File: src/hdl/assert_macros.svh
// ----------------------------------------------------------------------------
// assert_macros.svh
// Concurrent assertion helpers, compiled out for synthesis.
// ----------------------------------------------------------------------------
`ifndef ASSERT_MACROS_SVH
`define ASSERT_MACROS_SVH

`ifndef SYNTHESIS

`define EPF_ASSERT(label, clk, rst_n, prop, msg) \
    label: assert property (@(posedge clk) disable iff (!(rst_n)) (prop)) else $error(msg);

`define EPF_ASSERT_NEVER(label, clk, rst_n, expr, msg) \
    label: assert property (@(posedge clk) disable iff (!(rst_n)) !(expr)) else $error(msg);

`else

`define EPF_ASSERT(label, clk, rst_n, prop, msg)

`define EPF_ASSERT_NEVER(label, clk, rst_n, expr, msg)

`endif

`endif

File: src/hdl/epf_pkg.sv
// ----------------------------------------------------------------------------
// epf_pkg
// Shared types and constants of the escaped packet framer.
// ----------------------------------------------------------------------------
`default_nettype none

package epf_pkg;

    localparam int BYTE_W = 8;
    localparam int POS_W  = 8;
    localparam int SEG_W  = 2;
    localparam int STAT_W = 2;

    // line bytes
    localparam logic [BYTE_W-1:0] SOF_BYTE = 8'd0;
    localparam logic [BYTE_W-1:0] EOF_BYTE = 8'd192;
    localparam logic [BYTE_W-1:0] ESC_BYTE = 8'd219;

    // frame status codes
    localparam logic [STAT_W-1:0] ST_BUSY  = 2'd0;
    localparam logic [STAT_W-1:0] ST_DONE  = 2'd1;
    localparam logic [STAT_W-1:0] ST_ABORT = 2'd2;

    // segment codes
    localparam logic [SEG_W-1:0] SEG_HEADER  = 2'd0;
    localparam logic [SEG_W-1:0] SEG_PAYLOAD = 2'd1;
    localparam logic [SEG_W-1:0] SEG_TAIL    = 2'd2;
    localparam logic [SEG_W-1:0] SEG_UNUSED  = 2'd3;

    // one classified request: what the emitter has to send for one input byte
    typedef struct packed {
        logic [BYTE_W-1:0] data;   // data byte, already incremented when escaped
        logic              sof;    // start byte goes first
        logic              esc;    // escape byte before data
        logic              eof;    // end byte after data
        logic [STAT_W-1:0] status; // status of the final byte
    } epf_cmd_t;

endpackage

`default_nettype wire

File: src/hdl/epf_classify.sv
// ----------------------------------------------------------------------------
// epf_classify
// Front end: tracks header/payload/tail position and turns each raw byte
// into an emit request.
// ----------------------------------------------------------------------------
`default_nettype none

`include "assert_macros.svh"

module epf_classify
    import epf_pkg::*;
#(
    parameter int HEADER_BYTES = 4,
    parameter int PAYLOAD_MAX  = 64,
    parameter int TAIL_BYTES   = 2
) (
    input  wire logic              aclk,
    input  wire logic              aresetn,
    input  wire logic              in_valid,
    input  wire logic [BYTE_W-1:0] in_byte,
    output      logic              in_ready,
    output      logic              push,
    output      epf_cmd_t          push_cmd,
    input  wire logic              q_ready
);

    localparam logic [POS_W-1:0]  HDR_LAST = POS_W'(HEADER_BYTES - 1);
    localparam logic [POS_W-1:0]  TL_LAST  = POS_W'(TAIL_BYTES - 1);
    localparam logic [BYTE_W-1:0] LEN_MAX  = BYTE_W'(PAYLOAD_MAX);

    logic [SEG_W-1:0]  seg_reg, seg_next;
    logic [POS_W-1:0]  pos_reg, pos_next;
    logic [BYTE_W-1:0] len_reg, len_next;
    logic              accept;

    assign in_ready = q_ready;
    assign accept   = in_valid && q_ready;
    assign push     = accept;

    always_comb begin
        logic              special;
        logic [POS_W-1:0]  pos_eff;
        logic [BYTE_W-1:0] len_now;
        special = (in_byte == SOF_BYTE) || (in_byte == EOF_BYTE) || (in_byte == ESC_BYTE);
        pos_eff = pos_reg;
        len_now = len_reg;

        push_cmd.data   = special ? in_byte + 8'd1 : in_byte;
        push_cmd.esc    = special;
        push_cmd.sof    = 1'b0;
        push_cmd.eof    = 1'b0;
        push_cmd.status = ST_BUSY;
        seg_next        = seg_reg;
        pos_next        = pos_reg + 8'd1;
        len_next        = len_reg;

        unique case (seg_reg)
            SEG_PAYLOAD: begin
                if (pos_reg == len_reg - 8'd1) begin
                    pos_next = '0;
                    seg_next = SEG_TAIL;
                end
            end
            SEG_TAIL: begin
                if (pos_reg == TL_LAST) begin
                    push_cmd.eof    = 1'b1;
                    push_cmd.status = ST_DONE;
                    pos_next        = '0;
                    seg_next        = SEG_HEADER;
                end
            end
            default: begin
                // header; the unused code restarts a header
                if (seg_reg == SEG_UNUSED) begin
                    pos_eff = '0;
                end
                len_now      = (pos_eff == 8'd1) ? in_byte : len_reg;
                len_next     = len_now;
                push_cmd.sof = (pos_eff == '0);
                pos_next     = pos_eff + 8'd1;
                seg_next     = SEG_HEADER;
                if (pos_eff == HDR_LAST) begin
                    pos_next = '0;
                    if (len_now > LEN_MAX) begin
                        push_cmd.status = ST_ABORT;
                        seg_next        = SEG_HEADER;
                    end else if (len_now == '0) begin
                        seg_next = SEG_TAIL;
                    end else begin
                        seg_next = SEG_PAYLOAD;
                    end
                end
            end
        endcase
    end

    always_ff @(posedge aclk) begin
        if (!aresetn) begin
            seg_reg <= SEG_HEADER;
            pos_reg <= '0;
            len_reg <= '0;
        end else if (accept) begin
            seg_reg <= seg_next;
            pos_reg <= pos_next;
            len_reg <= len_next;
        end
    end

    `EPF_ASSERT(a_abort_restarts, aclk, aresetn, push && push_cmd.status == ST_ABORT |=> seg_reg == SEG_HEADER && pos_reg == '0, "abort did not restart header")
    `EPF_ASSERT(a_sof_only_header, aclk, aresetn, push && push_cmd.sof |-> seg_reg != SEG_PAYLOAD && seg_reg != SEG_TAIL, "start byte outside header")
    `EPF_ASSERT_NEVER(a_no_sof_eof, aclk, aresetn, push && push_cmd.sof && push_cmd.eof, "start and end in one request")

endmodule

`default_nettype wire

File: src/hdl/epf_queue.sv
// ----------------------------------------------------------------------------
// epf_queue
// Four-entry request queue between the classifier and the emitter.
// ----------------------------------------------------------------------------
`default_nettype none

`include "assert_macros.svh"

module epf_queue
    import epf_pkg::*;
(
    input  wire logic     aclk,
    input  wire logic     aresetn,
    input  wire logic     push,
    input  wire epf_cmd_t push_cmd,
    output      logic     push_ready,
    input  wire logic     pop,
    output      epf_cmd_t head_cmd,
    output      logic     head_valid
);

    localparam int DEPTH = 4;
    localparam int PTR_W = $clog2(DEPTH);
    localparam int CNT_W = PTR_W + 1;

    epf_cmd_t         slot_reg [DEPTH];
    logic [PTR_W-1:0] wr_ptr_reg;
    logic [PTR_W-1:0] rd_ptr_reg;
    logic [CNT_W-1:0] cnt_reg;
    logic             do_push;
    logic             do_pop;

    assign push_ready = (cnt_reg != CNT_W'(DEPTH));
    assign head_valid = (cnt_reg != '0);
    assign head_cmd   = slot_reg[rd_ptr_reg];
    assign do_push    = push && push_ready;
    assign do_pop     = pop && head_valid;

    always_ff @(posedge aclk) begin
        if (do_push) begin
            slot_reg[wr_ptr_reg] <= push_cmd;
        end
    end

    always_ff @(posedge aclk) begin
        if (!aresetn) begin
            wr_ptr_reg <= '0;
            rd_ptr_reg <= '0;
            cnt_reg    <= '0;
        end else begin
            if (do_push) begin
                wr_ptr_reg <= wr_ptr_reg + 1'b1;
            end
            if (do_pop) begin
                rd_ptr_reg <= rd_ptr_reg + 1'b1;
            end
            if (do_push && !do_pop) begin
                cnt_reg <= cnt_reg + 1'b1;
            end else if (do_pop && !do_push) begin
                cnt_reg <= cnt_reg - 1'b1;
            end
        end
    end

    `EPF_ASSERT_NEVER(a_q_overflow, aclk, aresetn, cnt_reg > CNT_W'(DEPTH), "queue count above depth")
    `EPF_ASSERT(a_q_ptr_gap, aclk, aresetn, cnt_reg == '0 || cnt_reg == CNT_W'(DEPTH) |-> wr_ptr_reg == rd_ptr_reg, "queue pointers out of step")

endmodule

`default_nettype wire

File: src/hdl/epf_emit.sv
// ----------------------------------------------------------------------------
// epf_emit
// Back end: expands each request into start, escape, data and end bytes,
// one per cycle while out_ready does not hold the output, through a registered output stage.
// ----------------------------------------------------------------------------
`default_nettype none

`include "assert_macros.svh"

module epf_emit
    import epf_pkg::*;
(
    input  wire logic              aclk,
    input  wire logic              aresetn,
    input  wire epf_cmd_t          head_cmd,
    input  wire logic              head_valid,
    output      logic              pop,
    output      logic              out_valid,
    input  wire logic              out_ready,
    output      logic [BYTE_W-1:0] out_byte,
    output      logic              out_last,
    output      logic [STAT_W-1:0] out_status
);

    epf_cmd_t          cur_reg, cur_next;
    logic              cur_valid_reg, cur_valid_next;
    logic              dat_reg, dat_next;
    logic              m_valid_reg;
    logic [BYTE_W-1:0] m_byte_reg;
    logic              m_last_reg;
    logic [STAT_W-1:0] m_status_reg;

    logic              out_free;
    logic              emit;
    logic [BYTE_W-1:0] piece_byte;
    logic              piece_last;
    epf_cmd_t          rem_cmd;
    logic              rem_dat;

    assign out_free = !m_valid_reg || out_ready;
    assign emit     = cur_valid_reg && out_free;

    // pick the next piece of the current request and what remains after it
    always_comb begin
        rem_cmd = cur_reg;
        rem_dat = dat_reg;
        if (cur_reg.sof) begin
            piece_byte  = SOF_BYTE;
            rem_cmd.sof = 1'b0;
        end else if (cur_reg.esc) begin
            piece_byte  = ESC_BYTE;
            rem_cmd.esc = 1'b0;
        end else if (dat_reg) begin
            piece_byte = cur_reg.data;
            rem_dat    = 1'b0;
        end else begin
            piece_byte  = EOF_BYTE;
            rem_cmd.eof = 1'b0;
        end
        piece_last = !rem_cmd.sof && !rem_cmd.esc && !rem_dat && !rem_cmd.eof;
    end

    always_comb begin
        pop            = 1'b0;
        cur_next       = cur_reg;
        cur_valid_next = cur_valid_reg;
        dat_next       = dat_reg;
        if (!cur_valid_reg || (emit && piece_last)) begin
            pop            = head_valid;
            cur_next       = head_cmd;
            cur_valid_next = head_valid;
            dat_next       = 1'b1;
        end else if (emit) begin
            cur_next = rem_cmd;
            dat_next = rem_dat;
        end
    end

    always_ff @(posedge aclk) begin
        if (!aresetn) begin
            cur_valid_reg <= 1'b0;
            m_valid_reg   <= 1'b0;
        end else begin
            cur_valid_reg <= cur_valid_next;
            if (out_free) begin
                m_valid_reg <= emit;
            end
        end
    end

    always_ff @(posedge aclk) begin
        cur_reg <= cur_next;
        dat_reg <= dat_next;
        if (emit) begin
            m_byte_reg   <= piece_byte;
            m_last_reg   <= piece_last;
            m_status_reg <= piece_last ? cur_reg.status : ST_BUSY;
        end
    end

    assign out_valid  = m_valid_reg;
    assign out_byte   = m_byte_reg;
    assign out_last   = m_last_reg;
    assign out_status = m_status_reg;

    `EPF_ASSERT(a_done_is_eof, aclk, aresetn, m_valid_reg && m_status_reg == ST_DONE |-> m_byte_reg == EOF_BYTE && m_last_reg, "done status not on end byte")
    `EPF_ASSERT(a_esc_not_last, aclk, aresetn, m_valid_reg && m_byte_reg == ESC_BYTE |-> !m_last_reg, "escape byte closes a run")

endmodule

`default_nettype wire

File: src/hdl/escaped_packet_framer_top.sv
// ----------------------------------------------------------------------------
// escaped_packet_framer_top
// Byte-stuffing packet framer: start byte, escaped header/payload/tail,
// end byte; oversize lengths abort the frame.
// ----------------------------------------------------------------------------
// Usage:
//   s_ channel takes raw packet bytes in s_tdata[7:0]: HEADER_BYTES header
//   bytes (byte 1 is the payload length), the payload, then TAIL_BYTES tail.
//   m_ channel gives line bytes in m_tdata[7:0], m_tlast on the final line
//   byte of each input byte, m_tuser[1:0] the frame status (1 on the end
//   byte, 2 on the last byte of an oversize header, else 0).
//   Each input byte gives 1 to 3 line bytes, sent one per cycle while m_tready
//   does not hold the output; the emitter's single output register sets that
//   rate. Input bytes are taken every cycle while the four-entry request queue
//   has room. The first line byte of an input byte passes through a queue
//   slot, the emitter's current-request register and the output register
//   when the queue and emitter are empty.
//   Reset (aresetn low, synchronous) empties the queue and output and starts
//   a new header. When m_tready is low the output holds, the queue fills and
//   s_tready drops once it is full.
// ----------------------------------------------------------------------------
`default_nettype none

module escaped_packet_framer_top
    import epf_pkg::*;
#(
    parameter int HEADER_BYTES = 4,
    parameter int PAYLOAD_MAX  = 64,
    parameter int TAIL_BYTES   = 2
) (
    input  wire logic              aclk,
    input  wire logic              aresetn,
    input  wire logic              s_tvalid,
    output      logic              s_tready,
    input  wire logic [BYTE_W-1:0] s_tdata,   // [7:0] data_byte
    output      logic              m_tvalid,
    input  wire logic              m_tready,
    output      logic [BYTE_W-1:0] m_tdata,   // [7:0] out_byte
    output      logic              m_tlast,
    output      logic [STAT_W-1:0] m_tuser    // [1:0] frame_status
);

    logic     push;
    epf_cmd_t push_cmd;
    logic     q_ready;
    logic     pop;
    epf_cmd_t head_cmd;
    logic     head_valid;

    epf_classify #(
        .HEADER_BYTES (HEADER_BYTES),
        .PAYLOAD_MAX  (PAYLOAD_MAX),
        .TAIL_BYTES   (TAIL_BYTES)
    ) u_classify (
        .aclk     (aclk),
        .aresetn  (aresetn),
        .in_valid (s_tvalid),
        .in_byte  (s_tdata),
        .in_ready (s_tready),
        .push     (push),
        .push_cmd (push_cmd),
        .q_ready  (q_ready)
    );

    epf_queue u_queue (
        .aclk       (aclk),
        .aresetn    (aresetn),
        .push       (push),
        .push_cmd   (push_cmd),
        .push_ready (q_ready),
        .pop        (pop),
        .head_cmd   (head_cmd),
        .head_valid (head_valid)
    );

    epf_emit u_emit (
        .aclk       (aclk),
        .aresetn    (aresetn),
        .head_cmd   (head_cmd),
        .head_valid (head_valid),
        .pop        (pop),
        .out_valid  (m_tvalid),
        .out_ready  (m_tready),
        .out_byte   (m_tdata),
        .out_last   (m_tlast),
        .out_status (m_tuser)
    );

endmodule

`default_nettype wire
File: config.mk
export PLATFORM = sky130hd
export DESIGN_NAME = escaped_packet_framer_top
export DESIGN_NICKNAME = d
export VERILOG_FILES = /design/src/hdl/epf_pkg.sv /design/src/hdl/epf_classify.sv /design/src/hdl/epf_queue.sv /design/src/hdl/epf_emit.sv /design/src/hdl/escaped_packet_framer_top.sv
export VERILOG_INCLUDE_DIRS = /design/src /design/src/hdl
export SDC_FILE = /design/constraint.sdc
export NUM_CORES = 1
export LEC_CHECK = 0
export ABC_AREA = 0
export BUFFER_PORTS_ARGS = -buffer_cell sky130_fd_sc_hd__buf_2
export CORE_ASPECT_RATIO = 1.25
export CORE_MARGIN = 2
export CORE_UTILIZATION = 55
export DETAILED_ROUTE_END_ITERATION = 8
export GPL_TIMING_DRIVEN = 0
export PLACE_DENSITY_LB_ADDON = 0.05
export SKIP_CTS_REPAIR_TIMING = 1
export SLEW_MARGIN = 20
export SYNTH_ARGS = -nofsm -noshare
export SYNTH_HDL_FRONTEND = slang
export SYNTH_SLANG_ARGS = --single-unit
export TNS_END_PERCENT = 30
File: constraint.sdc
create_clock -name aclk -period 3.1 [get_ports aclk]
set_input_delay 0.155 -clock aclk [delete_from_list [all_inputs] [get_ports aclk]]
set_output_delay 0.155 -clock aclk [all_outputs]
set_load 0.005 [all_outputs]
Word level (Yosys, flattened, before mapping)
Memories as Yosys holds them, arrays and structs flattened. A register that Yosys moved wholly into a read port is not among the register bits.
Index checks and enable logic that the tools add are counted.
{"block": "totals", "output_inout_bits": 13, "inputBits": 12, "mem_bits_rw": 52, "memories": 1, "register_bits": 52}
{"block": "classes", "bitwise_logic": 2, "n_eq_ne": 12, "order_cmp": 1, "mux": 36, "n_addsub": 8, "reduce_logical": 30}
{"memory": "u_queue.slot_reg", "depth": 4, "width": 13, "rd": 1, "rd_clocked_by_memory_dff": 1, "write_ports": 1, "line": "epf_queue.sv:26", "rtl": "epf_cmd_t slot_reg [DEPTH];"}
{"op": "$mux 8", "count": 9}
{"op": "$add 8x1->8 const B", "count": 3}
{"op": "$logic_not 8->1", "count": 3}
{"op": "$mux 2", "count": 10}
{"op": "$eq 8x1->1 const B", "count": 2}
{"op": "$eq 8x8->1 const B", "count": 2}
{"op": "$pmux 8 s2", "count": 1}
{"op": "$mux 13", "count": 1}
{"op": "$logic_and 1x1->1", "count": 9}
{"op": "$mux 1", "count": 9}
{"op": "$mux 3", "count": 3}
{"op": "$eq 8x2->1 const B", "count": 1}
{"op": "$eq 8x8->1", "count": 1}
{"op": "$gt 8x7->1 const B", "count": 1}
{"op": "$pmux 2 s2", "count": 2}
{"op": "$sub 8x1->8 const B", "count": 1}
{"op": "$logic_not 1->1", "count": 7}
{"op": "$mux 5", "count": 1}
{"op": "$add 2x1->2 const B", "count": 2}
{"op": "$eq 2x2->1 const B", "count": 2}
{"op": "$logic_or 1x1->1", "count": 4}
{"op": "$ne 2x1->1 const B", "count": 2}
{"op": "$reduce_bool 2->1", "count": 2}
{"op": "$add 3x1->3 const B", "count": 1}
{"op": "9 further kinds", "count": 10}

Logic depth before layout (Yosys ltp)
Gate-level depths: netlist of run 1.
{"block": "depth", "ltp_word": 13, "depth_mapped": 12, "mapped_depth_nobuf": 11}

Hierarchy
A second synthesis of run 1 with hierarchy kept.
{"block": "hier_totals", "hier_cells": 401, "hier_area_um2": 5101.1}
{"module": "epf_queue", "area_per_inst_um2": 2384.8, "seq_area_each_um2": 1741.7, "cells_each": 115, "n_inst": 1}
{"module": "epf_classify", "area_per_inst_um2": 1596.5, "seq_area_each_um2": 360.3, "cells_each": 208, "n_inst": 1}
{"module": "epf_emit", "area_per_inst_um2": 1119.8, "seq_area_each_um2": 780.7, "cells_each": 78, "n_inst": 1}

Worst setup path after synthesis of run 1
OpenSTA, ideal clock, no wires.
{"block": "synth_path", "kind": "register -> register", "from": "register u_emit.cur_reg[4] (netlist bit)", "to": "register u_queue.cnt_reg[2]", "setup_ps": 71, "slack_ps": 158, "arrival_time_ps": 2871, "t_required_ps": 3029, "path_stages_with_launch": 13, "path_buffers": 1, "cell_sequence": "edfxtp_1 -> clkbuf_1 -> maj3_1 -> o22ai_1 -> a21boi_0 -> inv_1 -> nand2_1 -> ha_1 -> inv_1 -> fa_1 -> xor2_1 -> or3_1 -> a21oi_1"}
{"block": "synth_via", "elab_chain_len": 11, "elab_cells_between_ends": 16, "cone_classes": "mux: 4; reduce/logical: 12"}
{"element": "from (decl)", "line": "epf_emit.sv:25", "rtl": "epf_cmd_t cur_reg, cur_next;"}
{"element": "from (signal assigned)", "line": "epf_emit.sv:92", "rtl": "cur_reg <= cur_next;"}
{"element": "$mux 2 or $mux 1 (tied branches)", "line": "epf_emit.sv:47", "rtl": "if (cur_reg.sof) begin"}
{"element": "$logic_not 1->1", "line": "epf_emit.sv:60", "rtl": "piece_last = !rem_cmd.sof && !rem_cmd.esc && !rem_dat && !rem_cmd.eof;"}
{"element": "$logic_and 1x1->1", "line": "epf_emit.sv:60"}
{"element": "$logic_and 1x1->1 (*)", "line": "epf_emit.sv:60"}
{"element": "named net u_emit.piece_last", "line": "epf_emit.sv:36", "rtl": "logic piece_last;"}
{"element": "$logic_and 1x1->1 (*)", "line": "epf_emit.sv:68", "rtl": "if (!cur_valid_reg || (emit && piece_last)) begin"}
{"element": "$logic_or 1x1->1 (*)", "line": "epf_emit.sv:68"}
{"element": "$mux 1 (*)", "line": "epf_emit.sv:68"}
{"element": "$logic_and 1x1->1 (*)", "line": "epf_queue.sv:37", "rtl": "assign do_pop = pop && head_valid;"}
{"element": "$logic_not 1->1", "line": "epf_queue.sv:57", "rtl": "if (do_push && !do_pop) begin"}
{"element": "$logic_and 1x1->1", "line": "epf_queue.sv:57"}
{"element": "$mux 3 or $reduce_bool 2->1 (tied branches)"}
{"element": "to (signal assigned)", "line": "epf_queue.sv:58", "rtl": "cnt_reg <= cnt_reg + 1'b1;"}
{"element": "to (signal assigned)", "line": "epf_queue.sv:60", "rtl": "cnt_reg <= cnt_reg - 1'b1;"}
{"element": "to (decl)", "line": "epf_queue.sv:29", "rtl": "logic [CNT_W-1:0] cnt_reg;"}
Mark *: on every way through the listed nets, which the timed path passes. The rest lies on a longest branch.
A chain may end at the register's enable or synchronous reset.

Worst setup path after layout of run 1
Same ends and word-level chain as after synthesis.

==> summary.md, run 1 <==
| Metric | Value |
|---|---|
| Status | completed |
| Pre-CTS setup slack | -443 ps |
| Mapped Cells | 408 |
| Final Hold Fails | 0 |
| Post-synth top area share | 0.457 |
| Worst vdd ir | 293 uV |
| Drt via density | 5.53 |
| Core area | 0.00875 mm^2 |
| Highest clock rate | 0.351 GHz |
| Vias in the first global route | 3123 |
| Setup Viol. Count Final | 0 |
| CTS Sinks | 106 |
| Initial antenna violation count | 0 |
| Commonest non-fill, non-tap cell in the layout | edfxtp_1 |
| RSZ-0062 raised after global routing | no |
| Syn Nets | 437 |
| First-pass GRT wire length | 14.7 mm |
| YS warnings | 0 |
| Ys flop type | edfxtp_1 |
| RD Place Congestion | 0.839 |
| Clock buffer depth | 2 |
| # port buffers | 23 |
| Post-DP HPWL | 6.72 mm |
| Die ar. | 0.00987 mm^2 |
| Reg-to-reg startpoint | u_emit.cur_reg[4] |
| Crit path from | u_emit.cur_reg[4] |
| HP Start | s_tdata[0] |
| Total gr overflow | 0 |
| Hold crit path type | in2reg |
| Largest area contributor in the netlist | edfxtp_1 |
| Htree depth | 3 |
| Pwr per Cell Area | 726 mW/mm^2 |
| Share of cells above drive strength 1 | 0.155 |
| Synth area leaders | edfxtp_1 (46%), dfxtp_1 (12%), mux4_2 (5.9%) |
| Commonest non-fill, non-tap cells in the layout | edfxtp_1 (76), nor2_1 (33), dfxtp_1 (30) |
| Worst Clk Skew | 12.5 ps |
| Reg area | 0.00288 mm^2 |
| Num CTS Buffers | 9 |
| Chip width | 89.3 um |
| CP startpoint kind | flop |
| Critical path arrival | 3150 ps |
| Worst path required time | 3400 ps |
| Routed WL per cell | 15.8 um |
| Tmin final | 2850 ps |
| N_diodes | 0 |
| Vias | 3124 |
| WL final | 8.95 mm |
| Root Buffer | clkbuf_8 |
| All-layer global routing usage | 0.194 |
| Setup ws final | 247 ps |
| First-pass DRT Iterations | 4 |
| Pwr Total | 3.96 mW |
| Tcrit/Tclk final | 0.920 |
| DRC errors left | 0 |
| Slew margin rel. | 0.447 |
| Sequential share of the synthesized area | 0.577 |
| Yosys reg bits | 106 |
| Crit Path Max Fanout | 15 |
| Mapped cell area | 0.00500 mm^2 |
| Slew Viols, Final | 0 |
| Initial DRC Count | 133 |
| Clock transition at path regs | 90 ps |
| Clk Latency, worst-skew pair | 360 ps |
| WS Path Type | reg2reg |
| Worst Max-Slew Pin Slew | 829 ps |
| Post-synth EDFFs | 76 |
| Starting Density | 0.571 |
| Max FFs per register | 52 |
| Post-synthesis async set-or-reset flop share | 0 |
| Crit. End Element | flop |
| CTS tree | built |
| Total I/O pin count | 25 |
| # rows | 38 |
| Final net count | 469 |
| Die H | 111 um |
| Post-DRT Antenna Nets | 0 |
| Layout Area Growth over Synthesis | 9.09% |
| # Max-Cap Violations | 0 |
| Area occupied by multi-input gates | 0.00197 mm^2 |
| FILL cells | 742 |
| P_leak | 2.00 nW |
| Syn_area_per_cell | 12.2 um^2 |
| Synth cell types | 59 |
| Pin count of the biggest net entering global routing | 18 |
| Post-Route Utilization | 0.623 |
[area by class of cell]
class,instances,share of cell area
Tap cell,120,0.0275
Inverter,17,0.0117
Clock inverter,4,0.00505
Multi-Input combinational cell,262,0.361
Timing Repair Buffer,23,0.0211
Sequential cell,106,0.529
Clock buffer,12,0.0287
Buffer,21,0.0161
[cell usage after synthesis, types with 2 or more instances]
library cell,count
clkbuf_1,20
a211oi_1,2
a31oi_1,2
xor2_1,8
a21oi_1,19
xnor2_1,7
a211o_1,2
nor4_1,5
a21o_1,3
edfxtp_1,76
nor2b_1,14
mux4_2,13
nand3_1,10
mux2i_1,13
nand2_1,29
o21ai_0,14
nand3b_1,2
nand4_1,2
and2_1,7
nor2_1,33
dfxtp_1,30
nor3_1,7
a21boi_0,2
inv_1,17
and3_1,11
ha_1,16
nand2b_1,5
mux2_2,2
o22ai_1,2
or3_1,6
[worst max-delay path, stage by stage, from the launching register on]
cell,delay [ps]
edfxtp_1,550
maj3_1,400
o22ai_1,320
a21boi_2,180
inv_2,280
nand2_1,100
ha_1,220
inv_1,70
fa_1,170
xor2_1,70
or3_1,300
a21oi_1,130
[per-stage QoR]
| step | TNS, ps | cells | hold slack, ps | instance area [um^2] |
|---|---|---|---|---|
| after floorplan | 0 | 408 | 302 | 5000 |
| after global placement | -490 | 551 | 442 | 5260 |
| after detailed placement | -592 | 551 | 455 | 5260 |
| after CTS | -633 | 567 | 63.8 | 5450 |
| after global routing | 0 | 565 | 92.8 | 5450 |
| final | 0 | 565 | 78.3 | 5450 |
[report_power, final]
part	switching, mW	internal [mW]
combinational	0.599	0.518
sequential	0.160	1.89
clock	0.444	0.342
[routing by layer]
layer  up-vias  routed length, um  global-route usage
met4         0                247              0.0955
met3        14                195              0.0217
met1      1489               3730               0.229
met2        60               4780               0.340
li1       1561                  -                   -
met5         -                  0                   0
[cell families after synthesis]
group / Yosys count / synth area share
AOI/OAI and AO/OA: 63 / 0.0869
and+or+nand+nor: 138 / 0.143
adders and majority gates: 18 / 0.0461
DFF: 106 / 0.577
xor gates and xnor gates: 15 / 0.0263
buffers and inverters: 40 / 0.0318
muxes: 28 / 0.0891
[worst paths after layout]
kind                                end  cells past startpoint  slack [ps]
setup / recovery     u_queue.cnt_reg[2]                     11         250
hold / removal    u_classify.len_reg[0]                      3          80
setup reg to reg     u_queue.cnt_reg[2]                     11         250
hold reg to reg   u_queue.wr_ptr_reg[1]                      2         500
No activity file was read; power rests on OpenSTA's default activity.
==> run 2, diff against run 1 <==
--- a/config.mk
+++ b/config.mk
@@ -11,5 +11,5 @@
 export CORE_ASPECT_RATIO = 1.25
 export CORE_MARGIN = 2
-export CORE_UTILIZATION = 55
+export CORE_UTILIZATION = 30
 export DETAILED_ROUTE_END_ITERATION = 8
 export GPL_TIMING_DRIVEN = 0
==> constraint.sdc (replaced) <==
create_clock -name aclk -period 3.1 [get_ports aclk]
set_input_delay 0.155 -clock aclk [delete_from_list [all_inputs] [get_ports aclk]]
set_output_delay 0.155 -clock aclk [all_outputs]
set_load 0.02 [all_outputs]
==> summary.md, run 2 (synthesized netlist as in run 1, its figures left out) <==
| Metric | Value |
|---|---|
| Final Hold Fails | 0 (unchanged) |
| Worst Clk Skew | 6.81 ps (-5.68 ps) |
| Routed WL per cell | 16.0 um (+0.82%) |
| Area occupied by multi-input gates | 0.00197 mm^2 (unchanged) |
| Die ar. | 0.0177 mm^2 (+79%) |
| Chip width | 119 um (+34%) |
| Post-DRT Antenna Nets | 0 (unchanged) |
| Clock buffer depth | 2 (unchanged) |
| Worst vdd ir | 238 uV (-19%) |
| CTS tree | built |
| RD Place Congestion | 0.757 (-9.8%) |
| # Max-Cap Violations | 0 (unchanged) |
| Root Buffer | clkbuf_16 |
| Placed cell area | 0.00538 mm^2 (+2.3%) |
| Share of cells above drive strength 1 | 0.166 (+0.0105) |
| Initial antenna violation count | 0 (unchanged) |
| RSZ-0062 raised after global routing | no |
| WS Path Type | reg2reg |
| Setup Viol. Count Final | 0 (unchanged) |
| # rows | 52 (+37%) |
| Hold crit path type | in2reg |
| Vias in the first global route | 3181 (+1.9%) |
| Commonest non-fill, non-tap cell in the layout | edfxtp_1 |
| Slew margin rel. | 0.379 (-0.0686) |
| Min Hold Slack | 92.7 ps (+14.4 ps) |
| FILL cells | 1654 (+120%) |
| Initial DRC Count | 107 (-20%) |
| First-pass DRT Iterations | 4 (unchanged) |
| Slew Viols, Final | 0 (unchanged) |
| Pwr per Cell Area | 774 mW/mm^2 (+6.6%) |
| First-pass GRT wire length | 17.4 mm (+19%) |
| Status | completed |
| WL final | 10.6 mm (+18%) |
| Layout Area Growth over Synthesis | 13.9% |
| DRC errors left | 0 (unchanged) |
| # port buffers | 23 (unchanged) |
| Reg area | 0.00288 mm^2 (unchanged) |
| Core area | 0.0163 mm^2 (+86%) |
| Worst reg2reg setup slack | 290 ps (+50 ps) |
| Crit Path Max Fanout | 10 (-5) |
| Setup tns final | 0 ps (unchanged) |
| Commonest non-fill, non-tap cells in the layout | edfxtp_1 (76), nor2_1 (33), dfxtp_1 (30) |
| Htree depth | 3 (unchanged) |
| Tcrit/Tclk final | 0.905 (-0.0151) |
| Post-DP HPWL | 7.69 mm (+14%) |
| Drt via density | 4.64 (-16%) |
| Pin count of the biggest net entering global routing | 20 (+2) |
| Vias | 3078 (-1.5%) |
| Num CTS Buffers | 9 (unchanged) |
| Tmin final | 2810 ps (-46.7 ps) |
| N_diodes | 0 (unchanged) |
| Clock transition at path regs | 80 ps (about the same) |
| Total gr overflow | 0 (unchanged) |
| Total I/O pin count | 25 (unchanged) |
| Post-Route Utilization | 0.350 (-0.273) |
| Final net count | 471 (+0.43%) |
| All-layer global routing usage | 0.129 (-0.0647) |
| CP startpoint kind | flop |
| CTS Sinks | 106 (unchanged) |
| Max FFs per register | 52 (unchanged) |
| Critical path arrival | 3090 ps (-60 ps) |
| Crit. End Element | flop |
| Die H | 148 um (+34%) |
| Worst Max-Slew Pin Slew | 932 ps (+103 ps) |
| Highest clock rate | 0.356 GHz (+1.7%) |
| Worst path required time | 3380 ps (-20 ps) |
| Design Area, Final | 0.00569 mm^2 (+4.5%) |
| Clk Latency, worst-skew pair | 350 ps (about the same) |
| P_leak | 2.05 nW (+2.8%) |
| Starting Density | 0.307 (-0.264) |
## run 2: cell types whose count changed in the layout (fill, tap and decap cells not counted), sizes merged
cell      previous run  this run
inv                 17        20
buf                 26        29
clkinv               4         2
clkinvlp             0         2
clkbuf              30        26
## run 2: cell type report
class / count / share of cell area
Buffer: 20 / 0.0147
Sequential cell: 106 / 0.506
Tap cell: 216 / 0.0475
Multi-Input combinational cell: 262 / 0.346
Timing Repair Buffer: 26 / 0.0242
Clock inverter: 7 / 0.0110
Inverter: 17 / 0.0112
Clock buffer: 9 / 0.0396
## run 2: worst paths after layout
| check | from | end | cells past startpoint |
|---|---|---|---|
| worst max-delay path | u_queue.cnt_reg[0] | u_queue.cnt_reg[2] | 11 |
| worst min-delay path | s_tdata[0] | u_classify.len_reg[0] | 3 |
| worst max register to register | u_queue.cnt_reg[0] | u_queue.cnt_reg[2] | 11 |
| worst min register to register | u_queue.wr_ptr_reg[1] | u_queue.wr_ptr_reg[1] | 2 |
## run 2: stage by stage
stage,power (mW),instances,worst slack (ps)
floorplan,2.98,408,158
global placement,3.31,647,-653
detailed placement,3.32,647,-697
CTS,4.47,663,-704
global route,4.73,663,47.2
finish,4.41,663,294
## run 2: worst max-delay path: stages, from the launching register on
cell	delay, ps
dfxtp_1	430
or3b_2	150
clkbuf_1	210
nand2_2	240
inv_2	190
buf_2	260
ha_1	220
inv_1	60
fa_1	370
xor2_1	180
or3_1	310
a21oi_1	140
## run 2: power breakdown
part | leakage, nW | internal (mW) | switching (mW)
clock | 0.137 | 0.563 | 0.561
sequential | 0.982 | 1.89 | 0.151
combinational | 0.932 | 0.542 | 0.697
## run 2: layer usage
metal  vias to the layer above  part of all wire  global-route usage
met5                         -                 0                   0
met3                        12             0.022              0.0169
met4                         0             0.021              0.0600
li1                       1567                 -                   -
met1                      1458              0.43               0.157
met2                        41              0.52               0.228
==> run 3, diff against run 2 <==
==> constraint.sdc (replaced) <==
create_clock -name aclk -period 3.1 [get_ports aclk]
set_input_delay 0 -clock aclk [delete_from_list [all_inputs] [get_ports aclk]]
set_output_delay 0 -clock aclk [all_outputs]
set_load 0.02 [all_outputs]
==> summary.md, run 3 (synthesized netlist as in run 1, its figures left out) <==
| Metric | Value |
|---|---|
| Num CTS Buffers | 9 (unchanged) |
| Die H | 148 um (unchanged) |
| # Max-Cap Violations | 0 (unchanged) |
| Tcrit/Tclk final | 0.908 (+0.00241) |
| Delay-heaviest family, CP | buffers and inverters |
| Htree depth | 3 (unchanged) |
| CTS tree | built |
| P_leak | 2.07 nW (+0.81%) |
| Buf+Inv Stages, Crit Path | 4 (unchanged) |
| Vias | 3091 (+0.42%) |
| Chip width | 119 um (unchanged) |
| Final Hold Fails | 5 (+5) |
| Drt via density | 4.63 (-0.18%) |
| WL final | 10.6 mm (+0.37%) |
| Pin count of the biggest net entering global routing | 20 (unchanged) |
| Max FFs per register | 52 (unchanged) |
| All-layer global routing usage | 0.129 (unchanged) |
| Vias in the first global route | 3181 (unchanged) |
| Tmin final | 2810 ps (+7.48 ps) |
| Pwr per Cell Area | 769 mW/mm^2 (-0.61%) |
| Crit Path Max Fanout | 10 (unchanged) |
| Critical path arrival | 3100 ps (about the same) |
| Total gr overflow | 0 (unchanged) |
| Worst Max-Slew Pin Slew | 932 ps (-0.000477 ps) |
| Crit path largest cell delay | 430 ps (about the same) |
| Commonest non-fill, non-tap cells in the layout | edfxtp_1 (76), nor2_1 (33), dfxtp_1 (30) |
| Clk Latency, worst-skew pair | 350 ps (about the same) |
| Commonest non-fill, non-tap cell in the layout | edfxtp_1 |
| WS Path Type | reg2reg |
| Hold crit path type | in2reg |
| Starting Density | 0.307 (unchanged) |
| Pre-CTS setup slack | -697 ps (unchanged) |
| Routed WL per cell | 15.9 um (-0.23%) |
| Share of cells above drive strength 1 | 0.164 (-0.00147) |
| N_diodes | 0 (unchanged) |
| Clock buffer depth | 2 (unchanged) |
| Min Hold Slack | -41.2 ps (-134 ps) |
| Clock transition at path regs | 80 ps (about the same) |
| Slew Viols, Final | 0 (unchanged) |
| RSZ-0062 raised after global routing | no |
| Met1 Use GR | 0.157 (unchanged) |
| Total I/O pin count | 25 (unchanged) |
| Initial antenna violation count | 0 (unchanged) |
| Final net count | 475 (+0.85%) |
| Met3 usage | 0.0169 (unchanged) |
| Layout Area Growth over Synthesis | 14.7% |
| First-pass GRT wire length | 17.4 mm (unchanged) |
| # port buffers | 23 (unchanged) |
| Post-DP HPWL | 7.69 mm (unchanged) |
| GRT busiest layer | met2 |
| Critical-path cell list | or3b_2 > clkbuf_1 > nand2_2 > inv_2 > buf_2 > ha_1 > inv_1 > fa_1 > xor2_1 > or3_1 > a21oi_1 |
| Crit. End Element | flop |
| Pwr Total | 4.41 mW (about the same) |
| Worst path required time | 3380 ps (about the same) |
| CP startpoint kind | flop |
| Slew margin rel. | 0.379 (unchanged) |
| Die ar. | 0.0177 mm^2 (unchanged) |
| RD Place Congestion | 0.757 (unchanged) |
| Failing checks | negative hold slack |
| Worst vdd ir | 238 uV (about the same) |
| Post-DRT Antenna Nets | 0 (unchanged) |
| # rows | 52 (unchanged) |
| M2 GR Usage | 0.228 (unchanged) |
| Worst path slowest cell | dfxtp_1 |
| Core area | 0.0163 mm^2 (unchanged) |
| Root Buffer | clkbuf_16 |
| Setup Viol. Count Final | 0 (unchanged) |
| First-pass DRT Iterations | 4 (unchanged) |
| Status | complete, but fails checks |
| Highest clock rate | 0.355 GHz (-0.27%) |
| Worst reg2reg setup slack | 290 ps (about the same) |
| Worst Clk Skew | 6.88 ps (+0.0682 ps) |
| CTS Sinks | 106 (unchanged) |
| Initial DRC Count | 95 (-11%) |
| DRC errors left | 0 (unchanged) |
| Setup ws final | 287 ps (-7.48 ps) |
==> run 3: area by class of cell <==
class	count	area [um^2]
Multi-Input combinational cell	262	1970
Clock inverter	7	62.6
Clock buffer	9	225
Tap cell	216	270
Fill cell	1650	10500
Buffer	20	83.8
Inverter	17	63.8
Timing Repair Buffer	30	178
Sequential cell	106	2880
==> run 3: final timing paths <==
check	startpoint	end	depth (start not counted)
min reg2reg	u_queue.wr_ptr_reg[1]	u_queue.wr_ptr_reg[1]	2
max reg2reg	u_queue.cnt_reg[0]	u_queue.cnt_reg[2]	11
max	u_queue.cnt_reg[0]	u_queue.cnt_reg[2]	11
min	s_tdata[5]	u_classify.len_reg[5]	3
==> run 3: layer usage <==
metal	up-vias	part of all wire
li1	1575	-
met1	1468	0.44
met2	36	0.53
met3	12	0.017
met4	0	0.021
met5	-	0
==> run 3: report_power, final <==
group	switching [mW]	internal [mW]	total, mW
logic	0.698	0.545	1.24
clock network	0.560	0.563	1.12
registers	0.151	1.89	2.04
total	1.41	3.00	4.41
==> run 3: worst reg2reg max path, stage by stage (launching register included) <==
cell and delay, ps:
dfxtp_1 430, or3b_2 150, clkbuf_1 210, nand2_2 240
inv_2 190, buf_2 260, ha_1 220, inv_1 60
fa_1 370, xor2_1 180, or3_1 310, a21oi_1 140
==> run 3: through the flow <==
| step | cell area, um^2 | utilization | hold WS (ps) | setup TNS (ps) | cells |
|---|---|---|---|---|---|
| after floorplan | 5000 | - | 147 | 0 | 408 |
| after global routing | 5730 | 0.353 | 8.13 | 0 | 667 |
| after global placement | 5380 | 0.331 | 299 | -987 | 647 |
| after CTS | 5670 | 0.349 | -68.5 | -1120 | 663 |
| final | 5730 | 0.353 | -41.2 | 0 | 667 |
| after detailed placement | 5380 | 0.331 | 313 | -1090 | 647 |
